<file path="config.mk">
export PLATFORM = sky130hd
export DESIGN_NAME = ukol_cell
export DESIGN_NICKNAME = d
export VERILOG_FILES = /design/src/design/assert_macros.svh /design/src/design/ukol_pkg.sv /design/src/design/ukol_cell.sv
export SDC_FILE = /design/constraint.sdc
export NUM_CORES = 1
export LEC_CHECK = 0
export BUFFER_PORTS_ARGS = -buffer_cell sky130_fd_sc_hd__buf_2
export CAP_MARGIN = 20
export CORE_MARGIN = 3
export CORE_UTILIZATION = 39
export DETAILED_ROUTE_END_ITERATION = 10
export GPL_TIMING_DRIVEN = 0
export PLACE_DENSITY = 0.89
export RECOVER_POWER = 100
export SLEW_MARGIN = 10
export SYNTH_ARGS = -nofsm -noshare
export SYNTH_HDL_FRONTEND = slang
export SYNTH_SLANG_ARGS = --single-unit
</file>
<file path="constraint.sdc">
create_clock -name clk -period 1.75 [get_ports clk]
set_clock_uncertainty 0.15 [all_clocks]
set_input_delay 0.35 -clock clk [delete_from_list [all_inputs] [get_ports clk]]
set_output_delay 0.35 -clock clk [all_outputs]
set_load 0.02 [all_outputs]
</file>
<file path="src/design/assert_macros.svh">
// Assertion helpers shared by the RTL.
`ifndef ASSERT_MACROS_SVH
`define ASSERT_MACROS_SVH

// Property must hold at every edge outside reset.
`define ASSERT_ALWAYS(label, clk, rst_n, prop, msg) \
    label: assert property (@(posedge clk) disable iff (!rst_n) (prop)) else $error(msg);

// Antecedent implies consequent on the same edge.
`define ASSERT_IMPLY(label, clk, rst_n, ante, cons, msg) \
    label: assert property (@(posedge clk) disable iff (!rst_n) (ante) |-> (cons)) \
        else $error(msg);

`endif

</file>
<file path="src/design/ukol_pkg.sv">
`default_nettype none

package ukol_pkg;

    localparam int KEY_W  = 30;
    localparam int OP_W   = 3;
    localparam int POS_W  = 7;
    localparam int ST_W   = 3;
    localparam int FPOS_W = 6;
    localparam int CNT_W  = 7;

    typedef enum logic [OP_W-1:0] {
        OP_APPEND  = 3'd0,
        OP_DELETE  = 3'd1,
        OP_INSERT  = 3'd2,
        OP_SEARCH  = 3'd3,
        OP_UPDATE  = 3'd4,
        OP_DISPLAY = 3'd5
    } op_t;

    typedef enum logic [ST_W-1:0] {
        ST_OK       = 3'd0,
        ST_DUP      = 3'd1,
        ST_NOTFOUND = 3'd2,
        ST_FULL     = 3'd3,
        ST_BADPOS   = 3'd4,
        ST_EMPTY    = 3'd5,
        ST_BADOP    = 3'd6
    } status_t;

    typedef enum logic [2:0] {
        C_HOLD       = 3'd0,
        C_LOAD       = 3'd1,
        C_FROM_RIGHT = 3'd2,
        C_FROM_LEFT  = 3'd3,
        C_FROM_HEAD  = 3'd4
    } cell_op_t;

    typedef struct packed {
        cell_op_t op;
        logic     cmp_en;
    } cell_ctl_t;

    typedef struct packed {
        logic key_hit;
        logic nkey_hit;
    } cell_hit_t;

    typedef enum logic [2:0] {
        S_IDLE = 3'b001,
        S_EXEC = 3'b010,
        S_DISP = 3'b100
    } state_t;

endpackage

`default_nettype wire

</file>
<file path="src/design/ukol_cell.sv">
`default_nettype none

module ukol_cell
    import ukol_pkg::*;
(
    input  logic             clk,
    input  logic             rst_n,
    input  cell_ctl_t        ctl,
    input  logic             live,
    input  logic [KEY_W-1:0] cmp_key,
    input  logic [KEY_W-1:0] cmp_nkey,
    input  logic [KEY_W-1:0] load_val,
    input  logic [KEY_W-1:0] left,
    input  logic [KEY_W-1:0] right,
    input  logic [KEY_W-1:0] head,
    output logic [KEY_W-1:0] entry,
    output cell_hit_t        hit
);

    logic [KEY_W-1:0] entry_reg;
    logic [KEY_W-1:0] entry_next;
    cell_hit_t        hit_reg;
    cell_hit_t        hit_next;

    always_comb
    begin
        unique case (ctl.op)
            C_HOLD:       entry_next = entry_reg;
            C_LOAD:       entry_next = load_val;
            C_FROM_RIGHT: entry_next = right;
            C_FROM_LEFT:  entry_next = left;
            C_FROM_HEAD:  entry_next = head;
            default:      entry_next = entry_reg;
        endcase
    end

    always_comb
    begin
        hit_next = hit_reg;
        if (ctl.cmp_en)
        begin
            hit_next.key_hit  = live && (entry_reg == cmp_key);
            hit_next.nkey_hit = live && (entry_reg == cmp_nkey);
        end
    end

    always_ff @(posedge clk)
    begin
        entry_reg <= entry_next;
    end

    always_ff @(posedge clk or negedge rst_n)
    begin
        if (!rst_n)
        begin
            hit_reg <= '0;
        end
        else
        begin
            hit_reg <= hit_next;
        end
    end

    assign entry = entry_reg;
    assign hit   = hit_reg;

endmodule

`default_nettype wire

</file>
==> results of run 1 <==
-- cells by family after synthesis --
kind of cell / count (synthesis)
multiplexers: 30
flip-flops: 32
AO/OA/AOI/OAI: 32
XOR/XNOR: 61
AND/OR/NAND/NOR: 58
buffers and inverters: 14
-- final cells by class --
class / instances / area (um^2)
clock buffer: 6 / 72.6
timing repair buffer: 218 / 1050
inverter: 2 / 7.51
sequential: 32 / 951
multi-input combinational: 181 / 1490
fill: 538 / 2300
clock inverter: 2 / 35.0
tap: 75 / 93.8
buffer: 12 / 85.1
-- stage by stage --
step	setup WS, ns	cells	power, mW	utilization (%)
3_3_place_gp	-0.0903	519	2.10	61.1
5_1_grt	0.0403	528	2.93	62.2
3_5_place_dp	-0.144	519	2.13	61.1
4_1_cts	0.106	528	2.83	63.1
2_1_floorplan	0.128	227	1.65	-
6_report	0.0850	528	2.78	62.2
-- worst max-delay path: cells and delay by family, from the launching register on --
family           cells  cell delay (ns)
AND/OR/NAND/NOR      2             0.59
flip-flops           1             0.47
XOR/XNOR             1             0.20
AO/OA/AOI/OAI        1             0.17
-- per-layer routing --
layer	track usage [%]	share of wire [%]
met5	0	0
met4	7.65	2.6
met1	26.7	38
met3	3.14	8.7
met2	44.2	51
-- Yosys cell counts --
master    number
xor2_1        60
edfxtp_1      30
mux2i_1       30
nand2_1       26
o221a_2       25
nor4_1        14
a221o_1        5
buf_2          5
nor2_1         5
buf_6          4
nand4_1        4
clkbuf_4       2
dfrtp_1        2
inv_1          2
nor3_1         2
o22ai_1        2
and2_1         1
buf_4          1
nand2_2        1
nand2_4        1
nor2_2         1
nor2_4         1
nor2b_1        1
or2b_4         1
xnor2_1        1
-- worst max path at each step --
| stage | endpoint | slack [ns] | depth (start not counted) |
|---|---|---|---|
| floorplan | entry[0] | 0.13 | 6 |
| global placement | entry[12] | -0.09 | 2 |
| detailed placement | entry[18] | -0.14 | 2 |
| CTS | hit[0] | 0.11 | 4 |
| global route | hit[0] | 0.04 | 4 |
| finish | hit[0] | 0.08 | 4 |
-- power by group through the flow --
| stage | sequential (mW) | combinational, mW | clock, mW |
|---|---|---|---|
| finish | 1.14 | 0.946 | 0.692 |
| global placement | 1.15 | 0.953 | 0 |
| detailed placement | 1.16 | 0.978 | 0 |
| floorplan | 1.25 | 0.407 | 0 |
| CTS | 1.14 | 0.983 | 0.711 |
| global route | 1.16 | 1.03 | 0.742 |
-- what timing repair did --
item | CTS | global route
endpoints found under the hold margin | 2 | 0
hold buffers | 1 | 0
buffers inserted | 0 | 0
==> flow_summary.json, run 1 <==
{
  "grt_setup_unrepaired": "false",
  "path_class": "reg2reg",
  "fin_nets": 639,
  "drive_above_1_share_pct": 51.2,
  "diodes": 0,
  "p_int_mw": 1.85,
  "startpoint": "entry[5]",
  "cts_root_buf": "clkbuf_8",
  "peakVddDrop_v": 0.000343,
  "r2r.worst_path.cells": 4,
  "clockPowerShare_pct": 24.9,
  "grt_max_degree": 31,
  "worstPathCellList": "xor2_1 -> nor4_1 -> nand4_1 -> o22ai_1",
  "synth_top_family_by_area": "XOR/XNOR gates",
  "worst_setup_path_start_kind": "flip-flop",
  "ys_ff_latch": 32,
  "fin_tns_setup_ns": 0,
  "vias_per_cell": 5.09,
  "rr_endpoint": "hit[0]",
  "cts_resized": 0,
  "cts_sinks": 32,
  "yosys_warnings": 0,
  "synth-compound-area-share_pct": 13.6,
  "grtUsageTotal_pct": 23.3,
  "finalWirelength_mm": 9.17,
  "die_area_um2": 7480,
  "synthCells": 227,
  "hpwl_mm": 7.98,
  "setup.worst_path.end_class": "flip-flop",
  "grt_pass1_vias": 2844,
  "vias": 2687,
  "final_cell_mix": "buf_2, xor2_1, clkbuf_1",
  "hold_depth": 2,
  "max_stage_delay_ns": 0.47,
  "grt-ovfl-total": 0,
  "fp.coreArea_um2": 6100,
  "io_pins": 219,
  "combPwrFrac_pct": 34.0,
  "status": "completed",
  "antenna_left": 0,
  "slowest_stage": "edfxtp_1",
  "yosysTopAreaCell": "edfxtp_1",
  "clock_latency_ns": 0.28,
  "synth_area_um2": 2530,
  "hold_viol_final": 0,
  "synth.area.top_cells": "edfxtp_1, xor2_1, mux2i_1",
  "critPathRequiredTime_ns": 1.79,
  "maxSlewHeadroom_pct": 34.1,
  "leakagePower_nw": 1.81,
  "dr.first_iter.drc_count": 111,
  "power_density_nw_per_um2": 733,
  "reg2reg_from": "entry[5]",
  "synth_cell_types": 25,
  "crit_path_max_fanout": 3,
  "clock_path_buffers": 2,
  "placed_area_um2": 3730,
  "worst_pin_slew_ns": 0.988,
  "port_buffers": 217,
  "antenna_found_initial": 0,
  "fin_crit_ns": 1.67,
  "largest_reg_flops": 30,
  "holdWs_ns": 0.164,
  "rows": 28,
  "worst_hold_startpoint": "ctl[0]",
  "drc_errors": 0,
  "synthXorXnorAreaFrac_pct": 21.1,
  "start_util_pct": 41.5,
  "synth.area.mux_share_pct": 11.9,
  "finalMaxSlewViolations": 0,
  "max_freq_mhz": 601,
  "finish.instance_area_um2": 3790,
  "die_h_um": 86.5,
  "setup_viol_count_final": 0,
  "fin_crit_sh_pct": 95.1,
  "clkTransAtPathRegs_ns": 0.07,
  "drt_first_pass_iters": 4,
  "syn_nets": 414,
  "routedWlPerCell_um": 17.4,
  "cts_tree": "yes",
  "grt_first_pass_wirelength_mm": 13.5,
  "drv_cap": 0,
  "synth_adder_area_share_pct": 0,
  "numCtsBuffers": 5,
  "layout_commonest_cell": "buf_2",
  "globalplace.congestion": 0.918,
  "yosys.area_share.simple_pct": 11.8,
  "die_w_um": 86.5,
  "seq_power_share_pct": 41.1,
  "power_switching_mw": 0.932,
  "hold_path_class": "in2reg",
  "yosysSeqAreaShare_pct": 37.6,
  "cts_max_level": 2,
  "hold_end": "hit[1]",
  "syn_avg_cell_area_um2": 11.1,
  "syn_to_final_growth_pct": 50.0,
  "yosysTopAreaCellShare_pct": 35.6,
  "r2r_slack_ns": 0.08,
  "worstPathArrival_ns": 1.70,
  "p_sw_share_pct": 33.5
}
No activity file was read; power rests on OpenSTA's default activity.
==> run 2, diff against run 1 <==
--- a/config.mk
+++ b/config.mk
@@ -5,6 +5,7 @@
 export SDC_FILE = /design/constraint.sdc
 export NUM_CORES = 1
 export LEC_CHECK = 0
+export ABC_CLOCK_PERIOD_IN_PS = 1750
 export BUFFER_PORTS_ARGS = -buffer_cell sky130_fd_sc_hd__buf_2
 export CAP_MARGIN = 20
 export CORE_MARGIN = 3
@@ -13,6 +14,7 @@
 export GPL_TIMING_DRIVEN = 0
 export PLACE_DENSITY = 0.89
 export RECOVER_POWER = 100
+export REMOVE_ABC_BUFFERS = 1
 export SLEW_MARGIN = 10
 export SYNTH_ARGS = -nofsm -noshare
 export SYNTH_HDL_FRONTEND = slang
==> run 2 against run 1 <==
Compared with the run above:
- sequential share of layout area rose by 0.39 points
- fmax fell by 2.1%
- routed wire length rose by 4.7%
- register-to-register slack barely moved
- critical path type is now in2reg
- largest power group unchanged
- combinational power rose by 1%
- worst hold slack got worse by 0.015 ns
- sequential cell count did not move
- die area did not move
- critical endpoint is now entry[22]
- total power fell by 5.3%
- highest routed layer unchanged
==> flow_summary.json, run 2 (synthesis gave the netlist of run 1 again) <==
{
  "maxSlewHeadroom_pct": 72.1,
  "antenna_left": 0,
  "drv_cap": 0,
  "peakVddDrop_v": 0.000381,
  "syn_to_final_growth_pct": 47.8,
  "port_buffers": 218,
  "hold_path_class": "in2reg",
  "multi_input_area_um2": 1510,
  "grtUsageTotal_pct": 24.5,
  "cts_tree": "yes",
  "crit_path_max_fanout": 31,
  "hpwl_mm": 8.07,
  "die_h_um": 86.5,
  "clock_latency_ns": 0.28,
  "fin_crit_ns": 1.70,
  "holdWs_ns": 0.149,
  "seqCellArea_um2": 951,
  "finish.instance_area_um2": 3730,
  "diodes": 0,
  "grt_pass1_vias": 2858,
  "drive_above_1_share_pct": 51.2,
  "totalPowerFinal_mw": 2.63,
  "rows": 28,
  "vias": 2724,
  "worstPathArrival_ns": 1.57,
  "die_w_um": 86.5,
  "power_density_nw_per_um2": 705,
  "clock_path_buffers": 2,
  "fillCellCount": 548,
  "leakagePower_nw": 1.77,
  "finalWirelength_mm": 9.60,
  "grt_max_degree": 32,
  "fin_nets": 631,
  "die_area_um2": 7480,
  "layout_commonest_cell": "buf_2",
  "final_cell_mix": "buf_2, xor2_1, clkbuf_1",
  "path_class": "in2reg",
  "numCtsBuffers": 5,
  "io_pins": 219,
  "clkTransAtPathRegs_ns": 0.06,
  "grt-ovfl-total": 0,
  "largest_reg_flops": 30,
  "start_util_pct": 41.5,
  "cts_sinks": 32,
  "status": "completed",
  "finalMaxSlewViolations": 0,
  "worst_setup_path_start_kind": "primary input",
  "worst_pin_slew_ns": 0.418,
  "globalplace.congestion": 0.937,
  "drt_first_pass_iters": 4,
  "grt_first_pass_wirelength_mm": 13.9,
  "placed_area_um2": 3670,
  "vias_per_cell": 5.24,
  "fp.coreArea_um2": 6100,
  "setup.worst_path.end_class": "flip-flop",
  "setup_viol_count_final": 0,
  "fin_crit_sh_pct": 97.2,
  "routedWlPerCell_um": 18.5,
  "cts_root_buf": "clkbuf_8",
  "critPathRequiredTime_ns": 1.62,
  "max_freq_mhz": 588,
  "cts_max_level": 2,
  "dr.first_iter.drc_count": 112,
  "antenna_found_initial": 0,
  "drc_errors": 0,
  "grt_setup_unrepaired": "false",
  "hold_viol_final": 0
}
## run 2: where the power goes
| part | switching (mW) | leakage, nW | internal, mW |
|---|---|---|---|
| combinational | 0.525 | 1.40 | 0.434 |
| sequential | 0.148 | 0.322 | 0.985 |
| clock | 0.262 | 0.0422 | 0.279 |
| total | 0.935 | 1.77 | 1.70 |
## run 2: path summary, 6_finish.rpt
| kind | startpoint | to | slack (ns) | cells after the start |
|---|---|---|---|---|
| min reg2reg | hit[0] | hit[0] | 0.41 | 2 |
| max | ctl[1] | entry[22] | 0.05 | 5 |
| max reg2reg | entry[5] | hit[0] | 0.09 | 4 |
| min | ctl[0] | hit[1] | 0.15 | 2 |
| min in group asynchronous | rst_n | hit[1] | 0.24 | 2 |
| max in group asynchronous | rst_n | hit[0] | 1.08 | 2 |
## run 2: what timing repair did
item | in CTS | in global routing
gates resized for setup | 6 | 3
setup buffers | 0 | 0
endpoints found under the setup margin | 62 | 7
endpoints found under the hold margin | 2 | 0
pin swaps | 0 | 0
hold buffers | 1 | 0
## run 2: worst max-delay path, stage by stage
cell,delay [ns]
buf_8,0.19
nor2_4,0.22
and2_1,0.33
nor2_2,0.14
a221o_1,0.34
## run 2: through the flow
stage / worst slack, ns / utilization (%) / setup TNS, ns / instances
after floorplan: -0.799 / - / -29.27 / 215
after global placement: -2.31 / 59.4 / -97.51 / 508
after detailed placement: -1.06 / 60.2 / -38.31 / 511
after CTS: 0.0306 / 62.2 / 0 / 520
after global routing: 0.0000375 / 61.3 / 0 / 520
final: 0.0496 / 61.3 / 0 / 520
## run 2: layer usage
| metal | global-route usage (%) | vias to the layer above | part of all wire (%) | routed length, um |
|---|---|---|---|---|
| met3 | 3.80 | 20 | 5.6 | 542 |
| met5 | 0 | - | 0 | 0 |
| met4 | 7.93 | 0 | 2.2 | 207 |
| met2 | 45.7 | 127 | 54 | 5230 |
| met1 | 28.4 | 1280 | 38 | 3630 |
| li1 | - | 1297 | - | - |
## run 2: layout make-up
type	count	area share [%]
tap	75	2.51
clock buffer	7	2.04
sequential	32	25.5
multi-input combinational	181	40.3
inverter	2	0.201
clock inverter	1	0.134
timing repair buffer	222	29.3
==> run 3, diff against run 2 <==
--- a/config.mk
+++ b/config.mk
@@ -6,13 +6,13 @@
 export NUM_CORES = 1
 export LEC_CHECK = 0
 export ABC_CLOCK_PERIOD_IN_PS = 1750
-export BUFFER_PORTS_ARGS = -buffer_cell sky130_fd_sc_hd__buf_2
 export CAP_MARGIN = 20
-export CORE_MARGIN = 3
-export CORE_UTILIZATION = 39
+export CORE_AREA = 3 3 84 86
 export DETAILED_ROUTE_END_ITERATION = 10
+export DIE_AREA = 0 0 87 89
+export DONT_BUFFER_PORTS = 1
 export GPL_TIMING_DRIVEN = 0
-export PLACE_DENSITY = 0.89
+export PLACE_DENSITY = 0.6
 export RECOVER_POWER = 100
 export REMOVE_ABC_BUFFERS = 1
 export SLEW_MARGIN = 10
==> run 3 against run 2 <==
Compared with the run above:
- non-clock buffer count shrank 218
- total power down 12%
- fmax decreased by 2.4%
- global-route usage shrank 6.5 points
- sequential power grew 13%
- clock power down 2%
- combinational power is 48% lower
- critical path type is now reg2reg
- largest cell class unchanged
==> flow_summary.json, run 3 (synthesis gave the netlist of run 1 again) <==
{
  "status": "completed",
  "port_buffers": 0,
  "leakagePower_nw": 0.990,
  "clockPowerShare_pct": 22.9,
  "cts_root_buf": "clkbuf_8",
  "clock_latency_ns": 0.27,
  "cts_tree": "yes",
  "numCtsBuffers": 5,
  "hold_viol_final": 0,
  "start_util_pct": 39.8,
  "die_w_um": 87,
  "critPathRequiredTime_ns": 1.80,
  "vias_per_cell": 6.20,
  "die_h_um": 89,
  "hold_path_class": "in2reg",
  "path_class": "reg2reg",
  "finalMaxSlewViolations": 0,
  "grtUsageTotal_pct": 18.1,
  "clkTransAtPathRegs_ns": 0.07,
  "drt_first_pass_iters": 4,
  "drive_above_1_share_pct": 18.9,
  "finalWirelength_mm": 7.64,
  "setup_viol_count_final": 0,
  "finish.instance_area_um2": 2680,
  "crit_family": "simple AND/OR/NAND/NOR gates",
  "vias": 1884,
  "fin_tns_setup_ns": 0,
  "globalplace.congestion": 0.829,
  "worstPathArrival_ns": 1.79,
  "grt_max_degree": 32,
  "cts_setup_buffers": 0,
  "dp_cells": 295,
  "layout_commonest_cell": "xor2_1",
  "rows": 29,
  "drc_errors": 0,
  "cts_sinks": 32,
  "syn_to_final_growth_pct": 5.89,
  "drv_cap": 0,
  "grt_pass1_vias": 1892,
  "antenna_left": 0,
  "diodes": 0,
  "io_pins": 219,
  "fin_nets": 413,
  "worst_setup_path_start_kind": "flip-flop",
  "worstPathCellList": "xor2_1 -> nor4_2 -> nand4_1 -> o22ai_1",
  "combPwrFrac_pct": 21.7,
  "final_cell_mix": "xor2_1, mux2i_1, edfxtp_1",
  "top_layer": "met4",
  "max_freq_mhz": 574,
  "power_switching_mw": 0.797,
  "maxSlewHeadroom_pct": 60.5,
  "clock_path_buffers": 2,
  "die_area_um2": 7740,
  "cts_max_level": 2,
  "antenna_found_initial": 0,
  "worst_pin_slew_ns": 0.590,
  "p_sw_share_pct": 34.5,
  "dr.first_iter.drc_count": 100,
  "grt_first_pass_wirelength_mm": 10.4,
  "peakVddDrop_v": 0.000396,
  "fin_crit_sh_pct": 99.5,
  "fin_crit_ns": 1.74,
  "final_cells": 304,
  "placed_area_um2": 2580,
  "critPathBufInv": 0,
  "hpwl_mm": 6.36,
  "setup.worst_path.end_class": "flip-flop",
  "fp.coreArea_um2": 6350,
  "routedWlPerCell_um": 25.1,
  "power_density_nw_per_um2": 863,
  "crit_path_max_fanout": 3,
  "p_int_mw": 1.51,
  "grt-ovfl-total": 0,
  "wl_met1_mm": 2.93,
  "grt_setup_unrepaired": "true",
  "seq_power_share_pct": 55.4,
  "max_stage_delay_ns": 0.53,
  "wl_met3_um": 623,
  "wl_met2_mm": 4.02,
  "slowest_stage": "edfxtp_1",
  "largest_reg_flops": 30
}
[run 3: changes by cell type in the layout (fill, tap and decap cells not counted), moves of 2 or more]
cell	delta
nor2_1	+2
clkbuf_1	-32
buf_2	-185
nor4_1	-4
nor4_2	+4
[run 3: layout make-up]
cell class                      count  area (um^2)
Clock buffer                        7         76.3
Clock inverter                      1         3.75
Fill cell                         642         3670
Inverter                            2         7.51
Multi-Input combinational cell    181         1510
Sequential cell                    32          951
Tap cell                           77         96.3
Timing Repair Buffer                4         35.0
[run 3: routing by layer]
layer	global-route usage, %	vias to the layer above
met5	0	-
met4	4.82	0
li1	-	861
met2	32.2	125
met1	21.9	894
met3	4.15	4
[run 3: worst paths after layout]
| kind | slack, ns | cells after the start | from | end |
|---|---|---|---|---|
| worst max-delay path | 0.008 | 4 | entry[19] | hit[1] |
| worst min-delay path | 0.02 | 1 | ctl[0] | hit[1] |
| worst max register to register | 0.008 | 4 | entry[19] | hit[1] |
| worst min register to register | 0.49 | 2 | hit[0] | hit[0] |
| max in group asynchronous | 1.18 | 1 | rst_n | hit[1] |
| min in group asynchronous | 0.15 | 1 | rst_n | hit[0] |
[run 3: per-stage QoR]
| step | power, mW | hold WS [ns] | utilization, % | worst slack [ns] |
|---|---|---|---|---|
| 3_3_place_gp | 1.77 | -0.0955 | 39.9 | -1.57 |
| 6_report | 2.31 | 0.0174 | 42.1 | 0.00797 |
| 3_5_place_dp | 1.78 | -0.0955 | 40.6 | -0.187 |
| 5_1_grt | 2.43 | 0.00932 | 42.1 | -0.101 |
| 4_1_cts | 2.34 | 0.00737 | 42.4 | -0.0102 |
| 2_1_floorplan | 1.62 | -0.0956 | - | -0.799 |
[run 3: repair_timing]
item                                   CTS  global route
setup endpoints to repair                2             2
hold buffers                             1             0
endpoints found under the hold margin    2             0
pin swaps                                3             0
resized for setup                        4             2
[run 3: power groups by stage]
stage / logic (mW) / registers [mW] / clock network (mW)
after floorplan: 0.368 / 1.25 / 0
after global placement: 0.463 / 1.31 / 0
after detailed placement: 0.486 / 1.30 / 0
after CTS: 0.509 / 1.28 / 0.546
after global routing: 0.550 / 1.30 / 0.585
final: 0.502 / 1.28 / 0.529
